### src/sv/tnc_pkg.sv
// Shared types and constants of the tag nesting checker.
package tnc_pkg;

  localparam int unsigned STACK_DEPTH_DEF = 64;
  localparam int unsigned TAG_W           = 16;
  localparam int unsigned CNT_W           = 16;
  localparam int unsigned QUEUE_DEPTH     = 2;
  localparam int unsigned QPTR_W          = $clog2(QUEUE_DEPTH);

  localparam logic [TAG_W:0]   SLASH_CODE = (TAG_W + 1)'(47);
  localparam logic [CNT_W-1:0] COUNT_MAX  = '1;

  typedef enum logic {
    OP_OPEN,
    OP_CLOSE
  } op_kind_e;

  typedef struct packed {
    op_kind_e         kind;
    logic [TAG_W-1:0] code;
    logic             last;
  } tnc_op_t;

  typedef enum logic [1:0] {
    ST_IDLE,
    ST_POP,
    ST_EMIT
  } back_state_e;

endpackage

### src/sv/tnc_ifs.sv
// Handshake channels for tag items and check results.
interface tnc_tok_if;
  import tnc_pkg::*;
  logic             valid;
  logic             ready;
  logic [TAG_W-1:0] tag_code;
  logic             is_close;
  logic             last;

  modport source (output valid, tag_code, is_close, last, input ready);
  modport sink   (input valid, tag_code, is_close, last, output ready);
endinterface

interface tnc_res_if;
  logic valid;
  logic ready;
  logic valid_res;
  logic overflow;

  modport source (output valid, valid_res, overflow, input ready);
  modport sink   (input valid, valid_res, overflow, output ready);
endinterface

### src/sv/tag_nesting_checker_core.sv
// Flow: items enter the queue; the stack engine takes an open tag in its idle state and
// a close tag that drops k entries in idle and k pop states (one stack RAM read per entry).
// A last item passes the emit state, which waits for a free output register and loads
// the result into it. Throughput: one item per engine pass; the queue accepts until full.
// Reset: asynchronous, active low; clears queue, counters, flags and stack level, the
// stack RAM itself is not cleared and needs no clearing pass.
module tag_nesting_checker_core #(
  parameter int unsigned STACK_DEPTH = tnc_pkg::STACK_DEPTH_DEF
) (
  input  logic      clk_i,
  input  logic      rst_ni,
  tnc_tok_if.sink   tok_i,
  tnc_res_if.source res_o
);
  import tnc_pkg::*;

  logic    q_valid;
  logic    q_pop;
  tnc_op_t q_op;

  tnc_front u_front (
    .clk_i     (clk_i),
    .rst_ni    (rst_ni),
    .tok_i     (tok_i),
    .q_valid_o (q_valid),
    .q_op_o    (q_op),
    .q_pop_i   (q_pop)
  );

  tnc_back #(
    .STACK_DEPTH (STACK_DEPTH)
  ) u_back (
    .clk_i     (clk_i),
    .rst_ni    (rst_ni),
    .q_valid_i (q_valid),
    .q_op_i    (q_op),
    .q_pop_o   (q_pop),
    .res_o     (res_o)
  );

endmodule

### src/sv/tnc_ram.sv
// Generic single-write, single-read RAM with registered read data.
module tnc_ram #(
  parameter int unsigned WIDTH = 16,
  parameter int unsigned DEPTH = 64
) (
  input  logic                     clk_i,
  input  logic                     we_i,
  input  logic [$clog2(DEPTH)-1:0] waddr_i,
  input  logic [WIDTH-1:0]         wdata_i,
  input  logic                     re_i,
  input  logic [$clog2(DEPTH)-1:0] raddr_i,
  output logic [WIDTH-1:0]         rdata_o
);

  logic [WIDTH-1:0] mem_q [DEPTH];

  always_ff @(posedge clk_i) begin
    if (we_i) begin
      mem_q[waddr_i] <= wdata_i;
    end
    if (re_i) begin
      rdata_o <= mem_q[raddr_i];
    end
  end

endmodule

### src/sv/tnc_front.sv
// Front end: accept tag items, classify them and queue them for the stack engine.
module tnc_front (
  input  logic             clk_i,
  input  logic             rst_ni,
  tnc_tok_if.sink          tok_i,
  output logic             q_valid_o,
  output tnc_pkg::tnc_op_t q_op_o,
  input  logic             q_pop_i
);
  import tnc_pkg::*;

  tnc_op_t           mem_q [QUEUE_DEPTH];
  logic [QPTR_W-1:0] wr_ptr_q, wr_ptr_d;
  logic [QPTR_W-1:0] rd_ptr_q, rd_ptr_d;
  logic [QPTR_W:0]   cnt_q, cnt_d;
  logic              push;
  tnc_op_t           op_in;

  assign tok_i.ready = (cnt_q != (QPTR_W + 1)'(QUEUE_DEPTH));
  assign push        = tok_i.valid && tok_i.ready;
  assign q_valid_o   = (cnt_q != '0);
  assign q_op_o      = mem_q[rd_ptr_q];

  always_comb begin
    op_in.kind = tok_i.is_close ? OP_CLOSE : OP_OPEN;
    op_in.code = tok_i.tag_code;
    op_in.last = tok_i.last;
  end

  always_comb begin
    wr_ptr_d = push ? wr_ptr_q + 1'b1 : wr_ptr_q;
    rd_ptr_d = q_pop_i ? rd_ptr_q + 1'b1 : rd_ptr_q;
    cnt_d    = cnt_q;
    if (push && !q_pop_i) begin
      cnt_d = cnt_q + 1'b1;
    end else if (!push && q_pop_i) begin
      cnt_d = cnt_q - 1'b1;
    end
  end

  always_ff @(posedge clk_i or negedge rst_ni) begin
    if (!rst_ni) begin
      wr_ptr_q <= '0;
      rd_ptr_q <= '0;
      cnt_q    <= '0;
    end else begin
      wr_ptr_q <= wr_ptr_d;
      rd_ptr_q <= rd_ptr_d;
      cnt_q    <= cnt_d;
    end
  end

  always_ff @(posedge clk_i) begin
    if (push) begin
      mem_q[wr_ptr_q] <= op_in;
    end
  end

  a_no_pop_when_empty: assert property (@(posedge clk_i) disable iff (!rst_ni)
    q_pop_i |-> cnt_q != '0)
    else $error("queue popped while empty");

  a_count_bound: assert property (@(posedge clk_i) disable iff (!rst_ni)
    cnt_q <= (QPTR_W + 1)'(QUEUE_DEPTH))
    else $error("queue count beyond depth");

endmodule

### src/sv/tnc_back.sv
// Back end: stack engine that pushes, pops and matches tags and forms the result.
module tnc_back #(
  parameter int unsigned STACK_DEPTH = tnc_pkg::STACK_DEPTH_DEF
) (
  input  logic             clk_i,
  input  logic             rst_ni,
  input  logic             q_valid_i,
  input  tnc_pkg::tnc_op_t q_op_i,
  output logic             q_pop_o,
  tnc_res_if.source        res_o
);
  import tnc_pkg::*;

  localparam int unsigned AW    = $clog2(STACK_DEPTH);
  localparam int unsigned LVL_W = $clog2(STACK_DEPTH + 1);

  back_state_e      state_q, state_d;
  logic [LVL_W-1:0] level_q, level_d;
  logic [CNT_W-1:0] tok_cnt_q, tok_cnt_d;
  logic [CNT_W-1:0] cls_cnt_q, cls_cnt_d;
  logic             failed_q, failed_d;
  logic             ovf_q, ovf_d;
  logic [TAG_W-1:0] code_q, code_d;
  logic             last_q, last_d;

  logic             res_vld_q;
  logic             res_ok_q;
  logic             res_ovf_q;

  logic [LVL_W-1:0] lvl_m1, lvl_m2;
  logic             we, re;
  logic [AW-1:0]    raddr;
  logic [TAG_W-1:0] top;
  logic             match;
  logic             out_free;
  logic             load_res;

  assign lvl_m1   = level_q - 1'b1;
  assign lvl_m2   = level_q - LVL_W'(2);
  assign match    = ({1'b0, top} + SLASH_CODE) == {1'b0, code_q};
  assign out_free = !res_vld_q || res_o.ready;

  tnc_ram #(
    .WIDTH (TAG_W),
    .DEPTH (STACK_DEPTH)
  ) u_stack (
    .clk_i   (clk_i),
    .we_i    (we),
    .waddr_i (level_q[AW-1:0]),
    .wdata_i (q_op_i.code),
    .re_i    (re),
    .raddr_i (raddr),
    .rdata_o (top)
  );

  always_comb begin
    state_d   = state_q;
    level_d   = level_q;
    tok_cnt_d = tok_cnt_q;
    cls_cnt_d = cls_cnt_q;
    failed_d  = failed_q;
    ovf_d     = ovf_q;
    code_d    = code_q;
    last_d    = last_q;
    q_pop_o   = 1'b0;
    we        = 1'b0;
    re        = 1'b0;
    raddr     = lvl_m1[AW-1:0];
    load_res  = 1'b0;

    case (state_q)
      ST_IDLE: begin
        if (q_valid_i) begin
          q_pop_o = 1'b1;
          code_d  = q_op_i.code;
          last_d  = q_op_i.last;
          state_d = q_op_i.last ? ST_EMIT : ST_IDLE;
          // absorb items once the sequence has failed
          if (!failed_q) begin
            tok_cnt_d = (tok_cnt_q == COUNT_MAX) ? tok_cnt_q : tok_cnt_q + 1'b1;
            case (q_op_i.kind)
              OP_CLOSE: begin
                cls_cnt_d = (cls_cnt_q == COUNT_MAX) ? cls_cnt_q : cls_cnt_q + 1'b1;
                if (level_q == '0) begin
                  failed_d = 1'b1;
                end else begin
                  re      = 1'b1;
                  state_d = ST_POP;
                end
              end
              OP_OPEN: begin
                if (level_q == LVL_W'(STACK_DEPTH)) begin
                  ovf_d    = 1'b1;
                  failed_d = 1'b1;
                end else begin
                  we      = 1'b1;
                  level_d = level_q + 1'b1;
                end
              end
              default: ;
            endcase
          end
        end
      end
      ST_POP: begin
        level_d = lvl_m1;
        if (match || level_q == LVL_W'(1)) begin
          failed_d = failed_q || !match;
          state_d  = last_q ? ST_EMIT : ST_IDLE;
        end else begin
          // fetch the next entry down while this one is dropped
          re    = 1'b1;
          raddr = lvl_m2[AW-1:0];
        end
      end
      ST_EMIT: begin
        if (out_free) begin
          load_res  = 1'b1;
          level_d   = '0;
          tok_cnt_d = '0;
          cls_cnt_d = '0;
          failed_d  = 1'b0;
          ovf_d     = 1'b0;
          state_d   = ST_IDLE;
        end
      end
      default: state_d = ST_IDLE;
    endcase
  end

  always_ff @(posedge clk_i or negedge rst_ni) begin
    if (!rst_ni) begin
      state_q   <= ST_IDLE;
      level_q   <= '0;
      tok_cnt_q <= '0;
      cls_cnt_q <= '0;
      failed_q  <= 1'b0;
      ovf_q     <= 1'b0;
      res_vld_q <= 1'b0;
    end else begin
      state_q   <= state_d;
      level_q   <= level_d;
      tok_cnt_q <= tok_cnt_d;
      cls_cnt_q <= cls_cnt_d;
      failed_q  <= failed_d;
      ovf_q     <= ovf_d;
      if (load_res) begin
        res_vld_q <= 1'b1;
      end else if (res_o.ready) begin
        res_vld_q <= 1'b0;
      end
    end
  end

  always_ff @(posedge clk_i) begin
    code_q <= code_d;
    last_q <= last_d;
    if (load_res) begin
      res_ok_q  <= !failed_q && (cls_cnt_q <= (tok_cnt_q >> 1));
      res_ovf_q <= ovf_q;
    end
  end

  assign res_o.valid     = res_vld_q;
  assign res_o.valid_res = res_ok_q;
  assign res_o.overflow  = res_ovf_q;

  a_level_bound: assert property (@(posedge clk_i) disable iff (!rst_ni)
    level_q <= LVL_W'(STACK_DEPTH))
    else $error("stack level beyond depth");

  a_pop_nonempty: assert property (@(posedge clk_i) disable iff (!rst_ni)
    state_q == ST_POP |-> level_q != '0)
    else $error("pop on an empty stack");

  a_result_from_emit: assert property (@(posedge clk_i) disable iff (!rst_ni)
    $rose(res_vld_q) |-> $past(state_q == ST_EMIT))
    else $error("result raised outside emit");

  a_clear_after_emit: assert property (@(posedge clk_i) disable iff (!rst_ni)
    (state_q == ST_EMIT && out_free) |=> (level_q == '0 && tok_cnt_q == '0 && !failed_q))
    else $error("sequence state not cleared after result");

  a_close_le_tokens: assert property (@(posedge clk_i) disable iff (!rst_ni)
    cls_cnt_q <= tok_cnt_q)
    else $error("more closes than items");

endmodule
### src/flat_wrapper.sv
// flat-port wrapper written by rule: the top's interface ports become plain ports
module tag_nesting_checker_core_flat import tnc_pkg::*;
#(
  parameter int unsigned STACK_DEPTH = tnc_pkg::STACK_DEPTH_DEF
)
  (clk_i, rst_ni, tok_i_valid, tok_i_tag_code, tok_i_is_close, tok_i_last, tok_i_ready, res_o_valid, res_o_valid_res, res_o_overflow, res_o_ready);
  tnc_tok_if tok_i_i ();
  tnc_res_if res_o_i ();
  input  logic clk_i;
  input  logic rst_ni;
  input wire logic [$bits(tok_i_i.valid)-1:0] tok_i_valid;
  input wire logic [$bits(tok_i_i.tag_code)-1:0] tok_i_tag_code;
  input wire logic [$bits(tok_i_i.is_close)-1:0] tok_i_is_close;
  input wire logic [$bits(tok_i_i.last)-1:0] tok_i_last;
  output wire logic [$bits(tok_i_i.ready)-1:0] tok_i_ready;
  output wire logic [$bits(res_o_i.valid)-1:0] res_o_valid;
  output wire logic [$bits(res_o_i.valid_res)-1:0] res_o_valid_res;
  output wire logic [$bits(res_o_i.overflow)-1:0] res_o_overflow;
  input wire logic [$bits(res_o_i.ready)-1:0] res_o_ready;
  assign tok_i_i.valid = tok_i_valid;
  assign tok_i_i.tag_code = tok_i_tag_code;
  assign tok_i_i.is_close = tok_i_is_close;
  assign tok_i_i.last = tok_i_last;
  assign tok_i_ready = tok_i_i.ready;
  assign res_o_valid = res_o_i.valid;
  assign res_o_valid_res = res_o_i.valid_res;
  assign res_o_overflow = res_o_i.overflow;
  assign res_o_i.ready = res_o_ready;
  tag_nesting_checker_core #(.STACK_DEPTH(STACK_DEPTH)) u_core (.clk_i(clk_i), .rst_ni(rst_ni), .tok_i(tok_i_i), .res_o(res_o_i));
endmodule
### config.mk
export PLATFORM = sky130hd
export DESIGN_NAME = tag_nesting_checker_core_flat
export DESIGN_NICKNAME = d
export VERILOG_FILES = /design/src/sv/tnc_pkg.sv /design/src/sv/tnc_ifs.sv /design/src/sv/tag_nesting_checker_core.sv /design/src/sv/tnc_ram.sv /design/src/sv/tnc_front.sv /design/src/sv/tnc_back.sv /design/src/flat_wrapper.sv
export SDC_FILE = /design/constraint.sdc
export NUM_CORES = 1
export LEC_CHECK = 0
export ABC_AREA = 1
export BUFFER_PORTS_ARGS = -buffer_cell sky130_fd_sc_hd__clkbuf_2
export CORE_ASPECT_RATIO = 1.75
export CORE_MARGIN = 2
export CORE_UTILIZATION = 50
export CTS_CLUSTER_DIAMETER = 30
export CTS_CLUSTER_SIZE = 14
export DETAILED_ROUTE_END_ITERATION = 10
export GPL_TIMING_DRIVEN = 0
export HOLD_SLACK_MARGIN = 0.02
export PLACE_DENSITY = 0.73
export RECOVER_POWER = 25
export SYNTH_ARGS = -nofsm -noshare
export SYNTH_HDL_FRONTEND = slang
export SYNTH_HIERARCHICAL = 1
export SYNTH_SLANG_ARGS = --single-unit
### constraint.sdc
create_clock -name clk_i -period 10.11 [get_ports clk_i]
set_input_delay 1.011 -clock clk_i [delete_from_list [all_inputs] [get_ports clk_i]]
set_output_delay 1.011 -clock clk_i [all_outputs]
set_load 0.02 [all_outputs]
======== Word-level counts from Yosys, hierarchy flattened ========
Memories as Yosys holds them, arrays and structs flattened. A register that Yosys moved wholly into a read port is not among the register bits.
Index checks and enable logic that the tools add are counted.
W data, S select, Z words.
word-level totals
  register bits ........................... 67
  output and inout bits ................... 4
  bits of input ports ..................... 22
  logic and storage cells ................. 136
  memories kept ........................... 2
  memory bits (writable) .................. 1060
memories
  name                         depth  width  rd ports  clocked after memory_dff  wr ports  line             RTL
  u_core.u_back.u_stack.mem_q  64     16     1         1                         1         tnc_ram.sv:15    logic [WIDTH-1:0] mem_q [DEPTH];
  u_core.u_front.mem_q         2      18     1         0                         1         tnc_front.sv:12  tnc_op_t mem_q [QUEUE_DEPTH];
cells by class
  bitwise operators ....................... 1
  reduce and logical (&&, ||, !) cells .... 26
  $lt $le $gt $ge ......................... 1
  mux-type cells .......................... 64
  equal/unequal tests ..................... 18
  $add $sub $neg .......................... 10
operators with widths
  operator                 count
  $mux W16                 8
  $pmux W16 S2             2
  $mux W7                  5
  $add A16 B1 Y16 const B  2
  $eq A16 B16 Y1 const B   2
  $mux W1                  31
  $pmux W7 S3              1
  $mux W2                  10
  $ne A2 B2 Y1 const B     10
  $reduce_and A6 Y1        3
  $add A16 B6 Y17 const B  1
  $eq A17 B16 Y1           1
  $le A16 B15 Y1           1
  $mux W6                  2
  $reduce_bool A2 Y1       4
  $add A7 B1 Y7 const B    1
  $eq A7 B1 Y1 const B     1
  $eq A7 B7 Y1 const B     1
  $logic_not A7 Y1         1
  $sub A7 B1 Y7 const B    1
  $pmux W1 S2              3
  $pmux W2 S3              1
  $sub A6 B2 Y6 const B    1
  $logic_not A1 Y1         5
  16 further kinds         22

======== Logic depth before layout (Yosys ltp) ========
  depth in word-level cells ............... 8
  depth in mapped cells ................... 29
  gate-level depth less buffers ........... 26

======== Cells and area by module ========
Netlist, hierarchy kept.
modules (own cells, without submodules)
  module     cells each  seq. area each (µm²)  times used  area each (µm²)
  tnc_ram    3517        31230.0               1           42259.3
  tnc_back   627         1671.6                1           4615.7
  tnc_front  82          1181.1                1           1559.0

======== Worst setup path after synthesis ========
Ideal clock, no wire load.
  path type ............................... register to register
  from .................................... reg u_core.u_back.level_q[0]
  to ...................................... mem u_core.u_back.u_stack.mem_q[96][0], in the netlist u_core/u_back/u_stack/mem_q[48][0] (enable)
  required time ........................... 9679 ps
  path buffers ............................ 1
  stages on the path, launching flop included .. 11
  setup slack ............................. 6377 ps
  clock period less this slack ............ 3733 ps
  arrival ................................. 3303 ps
  setup time .............................. 431 ps
  path through ............................ dfrtp_1 > inv_1 > ha_1 > nand2_1 > nor3_1 > inv_1 > nand3_1 > nor2_1 > clkbuf_1 > nand4_1 > nor4_1
between the ends
  longest elaborated chain between the ends .. 8
RTL lines
  item                           line             RTL
  start, declared                tnc_back.sv:18   logic [LVL_W-1:0] level_q, level_d;
  start signal, assigned         tnc_back.sv:142  level_q <= level_d;
  $eq A7 B7 Y1                   tnc_back.sv:92   if (level_q == LVL_W'(STACK_DEPTH)) begin
  $mux W1                        tnc_back.sv:92
  $mux W1                        tnc_back.sv:81   case (q_op_i.kind)
  $mux W1                        tnc_back.sv:79   if (!failed_q) begin
  $mux W1                        tnc_back.sv:73   if (q_valid_i) begin
  $mux W1                        tnc_back.sv:71   case (state_q)
  net u_core.u_back.we           tnc_back.sv:31   logic we, re;
  $mux W1                        tnc_ram.sv:18    if (we_i) begin
  $mux W1 (not written as such)  tnc_ram.sv:19    mem_q[waddr_i] <= wdata_i;
  end, declared                  tnc_ram.sv:15
The timed path passes the listed nets, and every way through them passes these cells.

======== Worst setup path after layout ========
  from .................................... reg u_core.u_back.u_stack.rdata_o[0], read port of u_core.u_back.u_stack.mem_q
  to ...................................... reg u_core.u_back.u_stack.rdata_o[14], read port of u_core.u_back.u_stack.mem_q, data pin
between the ends
  longest elaborated chain between the ends .. 5
  elaborated cells between the ends (all ways) .. 7
  classes of those cells .................. add/sub (1); eq/ne (1); mux (4); reduce/logical (1)
RTL lines
  item                        line             RTL
  start, declared             tnc_ram.sv:12    output logic [WIDTH-1:0] rdata_o
  $add A16 B6 Y17             tnc_back.sv:40   assign match = ({1'b0, top} + SLASH_CODE) == {1'b0, code_q};
  $eq A17 B16 Y1              tnc_back.sv:40
  $logic_or A1 B1 Y1          tnc_back.sv:107  if (match || level_q == LVL_W'(1)) begin
  $mux W6                     tnc_back.sv:107
  $mux W6                     tnc_back.sv:71
  net u_core.u_back.raddr[2]  tnc_back.sv:32   logic [AW-1:0] raddr;
The timed path passes the listed nets, and every way through them passes these cells.
A chain may end at the register's enable or synchronous reset.

==> flow_summary_export.csv <==
group,metric,value,unit
outcome,run_status,"complete, but fails checks",
outcome,violations,"capacitance limit, slew limit",
critical_path,crit_type,"flip-flop to flip-flop",
floorplanning,die_w,239,um
routing,firstDrtPassIters,9,
floorplanning,initial_core_util,0.503,
global_route,grt_pass1_vias,33600,
timing,setup_viol,0,
critical_path,cp.required,10.75,ns
timing,fin_crit_sh,0.543,
critical_path,critPathMaxFanout,10,
yosys,yosysMostFrequentCell,"nand2_1",
routing,first_iter_violations,4328,
timing,relSlewSlack,-1.48,
placed_design,routabilityCongestion,1.05,
yosys,synth_flop_cell,"edfxtp_1",
clock_tree,clk_pin_slew,0.06,ns
clock_tree,cts-root-buf,"clkbuf_16",
placed_design,io_buffers,25,
yosys,synth_edf_count,1095,
floorplanning,die-area,99500,sq um
routing,via_per_inst,6.00,
routing,via_count,34800,
global_route,grt_max_degree,66,
timing,report.final.slew_viol_count,473,
yosys,yosys-top-cells-count,"1,460 x nand2_1, 1,095 x edfxtp_1, 916 x nand3_1",
critical_path,cp.arrival,6.13,ns
global_route,grt_antenna_before_repair,8,
clock_tree,cts_buffers,135,
clock_tree,hold_buffers,0,
yosys,syn-num-nets,4277,
yosys,async_flop_share,0.0420,
finish,area_delta_synth_final,14.5,%
job,maxCapViolations,9,
timing,rsz0062_at_grt,"no",
hold_path,hold_class,"input port to async pin",
critical_path,crit_start,"u_core/u_back/u_stack/rdata_o[0]$_DFFE_PP_",
timing,worst_slew_pin_slew,3.73,ns
timing,max_freq,0.182,GHz
yosys,ys_types,57,
routing,drc,0,
timing,post-route-min-period,5.49,ns
clock_tree,cts_tree,"built",
yosys,ys_ff_latch,1143,
floorplanning,die_h,416,um
finish,final_nets,4506,
clock_tree,clockBufferDepth,3,
timing,setup_tns,0,ns
timing,hold_violations,0,
critical_path,endpoint_kind,"flip-flop",
yosys,synth_top_area_share,0.679,
critical_path,r2r-start,"u_core/u_back/u_stack/rdata_o[0]$_DFFE_PP_",
clock_tree,cts.sink_count,1143,
global_route,gr-total-overflow,0,
yosys,ys_warn_count,6,
yosys,synthCells,4226,
yosys,ys_seq_area_frac,0.704,
finish,fill_cells,7685,
routing,wire_per_inst,28.2,um
routing,routed_wl,164,mm
yosys,synth_area,48400,sq um
yosys,synth_area_per_cell,11.5,sq um
global_route,grt_pass1_wl,229,mm
floorplanning,rows,151,
yosys,synth_top_area_cell,"edfxtp_1",
finish,drive_above_1_share,0.126,
routing,ant_nets,0,
floorplanning,pin_count,26,
global_route,grt_use_total,0.332,
clock_tree,post_cts_buffers,0,
clock_tree,ctsHtreeMaxLevel,4,
clock_tree,cts_resized,0,
timing,skew,0.0273,ns
placed_design,dp_hpwl,111,mm
floorplanning,coreArea,96400,sq um
clock_tree,clk_latency,0.78,ns
yosys,synth.area.top_cells,"edfxtp_1 68%, nand2_1 11%, nand3_1 9.5%",
critical_path,worst_setup_path_start_kind,"flip-flop",
## registers in the layout, summed over array words and instances (netlist names), 2 cells and up
register                       flops
u_core/u_back/u_stack/mem_q     1024
u_core/u_front/mem_q              36
u_core/u_back/u_stack/rdata_o     16
u_core/u_back/code_q              16
u_core/u_front/cnt_q               2
u_core/u_back/cls_cnt_q           16
u_core/u_back/level_q              7
u_core/u_back/tok_cnt_q           16
u_core/u_back/state_q              2
## critical path, stage by stage (launching register included)
cell and delay, ns:
edfxtp_1 0.40, inv_1 0.12, ha_1 0.22, nand2_1 0.10, nand2_1 0.12, nand2_2 0.12, nand2_1 0.08, nand2_1 0.08
nand2_1 0.07, nand2_1 0.08, nand2_1 0.06, nor2_1 0.05, nand3_2 0.08, nand2_2 0.07, buf_6 0.16, o21ai_0 0.81
buf_2 0.67, buf_1 0.83, nand3_1 0.65, nand2_1 0.19, nand2_1 0.10, nand3_1 0.11, nand3_1 0.08, nand2_1 0.08
## cells in the final DEF, fill, tap and decap left out, types with 6 or more instances in the layout
cell	Yosys	layout
nand2_1	1460	1460
edfxtp_1	1095	1095
nand3_1	916	916
clkbuf_16	0	138
buf_2	114	114
inv_1	105	105
clkbuf_1	28	73
nor2_1	126	71
nor2_2	4	59
buf_6	52	51
dfrtp_1	48	48
buf_4	20	42
o21ai_0	37	36
buf_8	1	33
a21oi_1	31	31
ha_1	29	29
inv_6	0	21
xor2_1	18	18
buf_1	17	17
nand4_1	16	16
clkinv_2	2	14
clkinv_1	1	13
clkinvlp_4	0	11
nor3_1	11	11
clkbuf_2	0	10
bufinv_16	0	9
nor4_2	1	9
mux2_4	9	9
diode_2	0	8
clkinv_4	0	8
xnor2_1	8	8
mux2_1	0	8
inv_8	1	7
nand3b_1	7	7
clkinv_8	0	6
nand2_2	6	6
## layer usage
layer  global-route usage  wire [um]  vias up
li1                     -          -    15300
met1                0.339      50500    16900
met2                0.557      80900     2008
met3               0.0778      14100      614
met4                0.308      18100       12
met5                    0         76        -
## through the flow
step	utilization	hold slack (ns)	std cells	setup slack (ns)	instance area, sq um
3_3_place_gp	0.520	0.464	5475	3.58	50100
2_1_floorplan	-	0.425	4226	6.38	48400
4_1_cts	0.578	0.404	5784	5.15	55700
3_5_place_dp	0.532	0.470	5541	5.17	51200
5_1_grt	0.575	0.219	5787	4.50	55400
6_report	0.576	0.202	5793	4.62	55500
## final cells by class
class                   count  area [sq um]  share of cell area
clock buffers             158          3540              0.0638
well taps                1224          1530              0.0276
plain buffers             233          1490              0.0268
diodes                      8          20.0            0.000361
multi-input cells        2736         12600               0.227
clock inverters            85           877              0.0158
inverters                 114           440             0.00794
flip-flops and latches   1143         34100               0.615
repair buffers             92           896              0.0162
## path summary, 6_finish.rpt
path / endpoint / cells after the start / slack (ns)
max in group asynchronous: u_core/u_back/tok_cnt_q[4]$_DFFE_PN0P_ / 2 / 7.31
min reg2reg: u_core/u_back/res_o.overflow$_DFFE_PP_ / 0 / 0.48
max: u_core/u_back/u_stack/rdata_o[14]$_DFFE_PP_ / 23 / 4.62
max reg2reg: u_core/u_back/u_stack/rdata_o[14]$_DFFE_PP_ / 23 / 4.62
min: u_core/u_back/state_q[0]$_DFFE_PN0P_ / 1 / 0.20
min in group clk_i: u_core/u_front/mem_q[1][4]$_DFFE_PP_ / 1 / 0.43
## kinds of logic (layout without fill, tap and decap cells)
group	after synthesis	in the layout	share of synthesized area
adder cells (fa/ha/maj)	29	29	0.00749
AO/OA/AOI/OAI	85	85	0.00964
AND/OR/NAND/NOR	2577	2577	0.229
flip-flops	1143	1143	0.704
XOR/XNOR	27	27	0.00504
other	0	8	0
buffers and inverters	347	682	0.0403
multiplexers	18	18	0.00488
Power is not shown: default switching activity piles up to over one toggle a cycle in this logic, so the estimate is an artifact.
